==> config.mk <==
export PLATFORM = sky130hd
export DESIGN_NAME = srlc_ram
export DESIGN_NICKNAME = d
export VERILOG_FILES = /design/src/hdl/srlc_ram.sv
export SDC_FILE = /design/constraint.sdc
export NUM_CORES = 2
export LEC_CHECK = 0
export ABC_AREA = 1
export BUFFER_PORTS_ARGS = -buffer_cell sky130_fd_sc_hd__buf_2
export CAP_MARGIN = 15
export CORE_ASPECT_RATIO = 0.75
export CORE_MARGIN = 5
export CORE_UTILIZATION = 42
export DETAILED_ROUTE_END_ITERATION = 6
export HOLD_SLACK_MARGIN = 0.1
export PLACE_DENSITY = 0.7
export SLEW_MARGIN = 20
export SYNTH_ARGS = -nofsm -noshare
export SYNTH_HDL_FRONTEND = slang
export SYNTH_SLANG_ARGS = --single-unit
==> constraint.sdc <==
create_clock -name clk -period 2.45 [get_ports clk]
set_clock_uncertainty 0.05 [all_clocks]
set_input_delay 0.735 -clock clk [delete_from_list [all_inputs] [get_ports clk]]
set_output_delay 0.735 -clock clk [all_outputs]
set_load 0.03 [all_outputs]
==> src/hdl/srlc_ram.sv <==
// Generic single-port RAM with registered read.
`timescale 1ns / 1ps
`default_nettype none
module srlc_ram #(
	parameter int WIDTH = 8,
	parameter int DEPTH = 256
) (
	input wire logic clk,
	input wire logic we,
	input wire logic [$clog2(DEPTH)-1:0] addr,
	input wire logic [WIDTH-1:0] wdata,
	output logic [WIDTH-1:0] rdata
);
	logic [WIDTH-1:0] mem_q [DEPTH];

	always_ff @(posedge clk) begin
		if (we) mem_q[addr] <= wdata;
		rdata <= mem_q[addr];
	end
endmodule
`default_nettype wire

# Yosys cells after proc, flatten, opt, wreduce, memory -nomap -nowiden
# Memory sizes are Yosys's and may differ from the RTL's. A register that Yosys moved wholly into a read port is not among the register bits.
# Cells that the tools add are included.
word_totals:
  mem_count: 1
  ram_bits: 2048
  in_bits: 18
  output_inout_bits: 8
  word_cells: 3
  reg_bits: 0
memory_table:
  columns: ["name", "words", "width", "rd", "rd_clocked_by_memory_dff", "wr", "line", "source"]
  rows:
  - ["mem_q", 256, 8, 1, 1, 1, "14", "logic [WIDTH-1:0] mem_q [DEPTH];"]
op_classes:
  mux: 2
ops:
  columns: ["op", "n"]
  rows:
  - ["two-way mux 1 bit", 2]

# Logic depth before layout (Yosys ltp)
logic_depth:
  ltp_word: 2
  ltp_mapped: 15

# Worst setup path after synthesis
# No wires, ideal clock.
synth_path:
  path_kind: "input-to-reg"
  start: "input addr[1]"
  end: "memory mem_q[234][0], enable pin"
  stages: 10
  n_path_buf: 4
  setup_ps: 370
  path_slack_ps: -175
  required_time_ps: 2030
  arrival_time_ps: 2205
  cell_sequence: "buf_4 inv_4 nor2_8 buf_4 buf_4 inv_2 nor2_1 nand2_1 clkbuf_1 nor2_1"
synth_lines:
  columns: ["element", "line", "source"]
  rows:
  - ["start: declaration", "10", "input wire logic [$clog2(DEPTH)-1:0] addr,"]
  - ["end: declaration", "14", null]
# Straight into the memory's write port.

==> impl_metrics.py <==
metrics = {
    "finish": {
        "regArea_mm2": 0.06166,
        "num-nets-final": 8536,
        "multiInputGateArea_mm2": 0.02184,
        "stdcell_area_mm2": 0.1005,
        "nFillCells": 17080,
        "syn2layout_area_growth_pct": 18.46,
        "drive_gt1_share_pct": 13.20,
    },
    "drt": {
        "vias": 59320,
        "wire_per_inst_um": 20.78,
        "wl_met2_um": 102400,
        "top_layer_used": "met4",
        "drtIter0Drc": 7526,
        "detailedRoute.firstPassIterationCount": 5,
        "totalWireLength_um": 235300,
        "wl_met1_um": 96370,
        "dr_wl_met3_um": 28900,
        "avgViaCountPerCell": 5.237,
        "drc": 0,
        "ant_nets": 0,
    },
    "timing": {
        "fin_tns_setup_ns": 0,
        "fmax_ghz": 0.4109,
        "hold_viol": 0,
        "rsz0062_at_grt": "yes",
        "slew_headroom_pct": 39.04,
        "finalMaxSlewViolations": 0,
        "tightest_slew_ns": 0.9111,
        "fin_crit_ns": 2.434,
        "setup_viol": 0,
        "post-route-period-util_pct": 99.33,
    },
    "floorplan": {
        "core_mm2": 0.2004,
        "die_w_um": 529.0,
        "fp-row-count": 142,
        "initial_core_util_pct": 42.34,
        "dieHeight_um": 399.3,
        "die_area_mm2": 0.2112,
        "pin_count": 26,
    },
    "yosys": {
        "synth_seq_cells": 2056,
        "yosys.area.top_type": "edfxtp_1",
        "synth_top_cell_area_share_pct": 72.47,
        "syn-num-nets": 8039,
        "synth_warnings": 0,
        "synth.top_cells.by_area": "edfxtp_1 (72%), nand2_1 (21%), nor2_1 (1.6%), nand3_1 (1.1%), buf_2 (1.1%)",
        "mappedNetlistArea_mm2": 0.08486,
        "post_synth_num_cell_types": 18,
        "ys_seq_area_share_pct": 72.66,
        "postSynthCellCount": 8021,
        "avgSynthCellArea_um2": 10.58,
    },
    "power_and_ir_drop": {
        "power_density_mw_per_mm2": 721.0,
        "p_leak_nw": 40.26,
        "vdd_drop_max_uv": 786.3,
    },
    "clock_tree": {
        "clockBufferDepth": 3,
        "clkTransAtPathRegs_ns": 0.06,
        "clk-insertion-delay-late_ns": 0.82,
        "cts_setup_buffers": 0,
        "cts_tree": "yes",
        "cts_made_buffers": 182,
        "cts.sink_count": 2056,
        "cts_max_level": 4,
        "root_buffer": "clkbuf_16",
    },
    "grt": {
        "antenna_found_initial": 5,
        "grt_pass1_wl_um": 354700,
        "grt_pass1_vias": 57500,
        "grt_max_degree": 82,
        "track_usage_pct": 22.11,
        "gr-total-overflow": 0,
    },
    "critical_path": {
        "worstPathCellList": "buf_2, nor2_4, buf_12, buf_4, nand2_1, nand2_1, o21ai_1, nand2_1, nor2_1, nor2_1, nor2_4, nand2_1",
        "arrival_ns": 3.14,
        "path_max_fanout": 38,
        "cp.required_ns": 3.15,
        "start_kind": "input port",
        "critPathCaptureType": "register",
        "slowest_delay_ns": 0.54,
        "slowest_stage": "nor2_1",
        "crit_path_frequent_cell": "nand2_1",
        "r2r_setup_slack_ns": 0.34,
        "setup.worst_path.class": "in2reg",
    },
    "placement": {
        "place_congestion": 0.9324,
        "hpwl_um": 152000,
        "io_buffers": 25,
        "dpl_cell_area_mm2": 0.09465,
    },
    "status": {
        "outcome": "finished, final reports clean",
    },
    "worst_hold_path": {
        "min_path_type": "in2reg",
    },
    "job": {
        "drv_cap": 0,
    },
}
path summary, 6_finish.rpt:
| check | from | end | cells after the start |
|---|---|---|---|
| max | addr[3] | rdata[0] | 12 |
| min | wdata[6] | mem_q[119][6] | 1 |
| max reg2reg | mem_q[6][2] | rdata[2] | 13 |
| min reg2reg | mem_q[99][6] | rdata[6] | 10 |
stage by stage:
step	worst slack, ns	total power [mW]	cells	hold slack, ns	utilization (%)
after global placement	-1.073	44.39	11000	0.8687	47.23
after global routing	-0.05530	74.76	11330	0.1540	50.16
after floorplan	-0.1476	41.82	8021	0.7382	-
after detailed placement	-1.026	44.45	11000	0.8731	47.23
after CTS	0.04019	72.76	11330	0.1190	50.15
final	0.01630	72.47	11330	0.1758	50.16
power by group:
part           leakage (nW)  switching (mW)  internal, mW  total [mW]
clock network          2.83            12.7          16.0        28.7
logic                  19.0            3.51          1.47        4.98
registers              18.5          0.0620          38.7        38.8
total                  40.3            16.3          56.2        72.5
flip-flops by register name, indices dropped and copies added (netlist names):
name / flops
mem_q: 2048
rdata: 8
placed cells by master (no fill, tap or decap):
cell	n
dfxtp_2	3
buf_4	535
nor2_4	54
nand2_2	14
clkinvlp_4	8
inv_1	29
clkinv_8	2
diode_2	1
nor2_8	1
inv_4	2
nand2_1	4756
edfxtp_1	2048
o21ai_0	41
nor2_2	84
inv_6	9
inv_2	1
clkbuf_16	183
dfxtp_1	5
inv_8	1
clkinv_1	36
bufinv_16	21
clkinv_2	24
buf_8	10
buf_2	13
buf_12	172
nand3_1	188
nor2_1	223
nand2_4	1
o21ai_1	119
inv_16	3
a21oi_1	32
clkinv_4	2
clkbuf_1	42
cells in the mapped netlist:
library cell	instances
nand2_1	4770
edfxtp_1	2048
nor2_1	361
nand3_1	188
buf_2	182
clkbuf_1	170
o21ai_1	119
buf_1	52
o21ai_0	41
a21oi_1	32
inv_1	31
dfxtp_1	8
buf_6	7
buf_4	6
inv_2	2
inv_4	2
nand2_4	1
nor2_8	1
routing by layer:
| layer | track usage, % | up-vias |
|---|---|---|
| li1 | - | 27360 |
| met1 | 32.14 | 28430 |
| met2 | 32.74 | 3130 |
| met3 | 5.299 | 400 |
| met4 | 7.379 | 0 |
| met5 | 0 | - |
cell type report:
cell class | instances | area share (%)
flip-flops and latches | 2056 | 61.34
clock buffers | 225 | 4.712
diodes | 1 | 0.002489
repair buffers | 730 | 7.635
clock inverters | 103 | 1.100
multi-input cells | 5513 | 21.73
well taps | 2664 | 3.316
inverters | 35 | 0.1643
worst max-delay path: cells and delay by family:
| kind | cells | cell delay [ns] |
|---|---|---|
| AND/OR/NAND/NOR | 8 | 1.57 |
| buffers and inverters | 3 | 0.68 |
| AO/OA/AOI/OAI | 1 | 0.10 |
kinds of logic after synthesis:
family	Yosys count	synth area share, %
DFF	2056	72.66
AOI/OAI and AO/OA	192	1.132
buffers and inverters	452	2.362
and+or+nand+nor	5321	23.84
repair_timing:
action,4_1_cts,5_1_grt
endpoints found under the setup margin,7,11
pin swaps,0,0
gates resized for setup,7,5
hold buffers,0,0
hold endpoints to repair,0,0
Power figures use the tool's default switching activity.
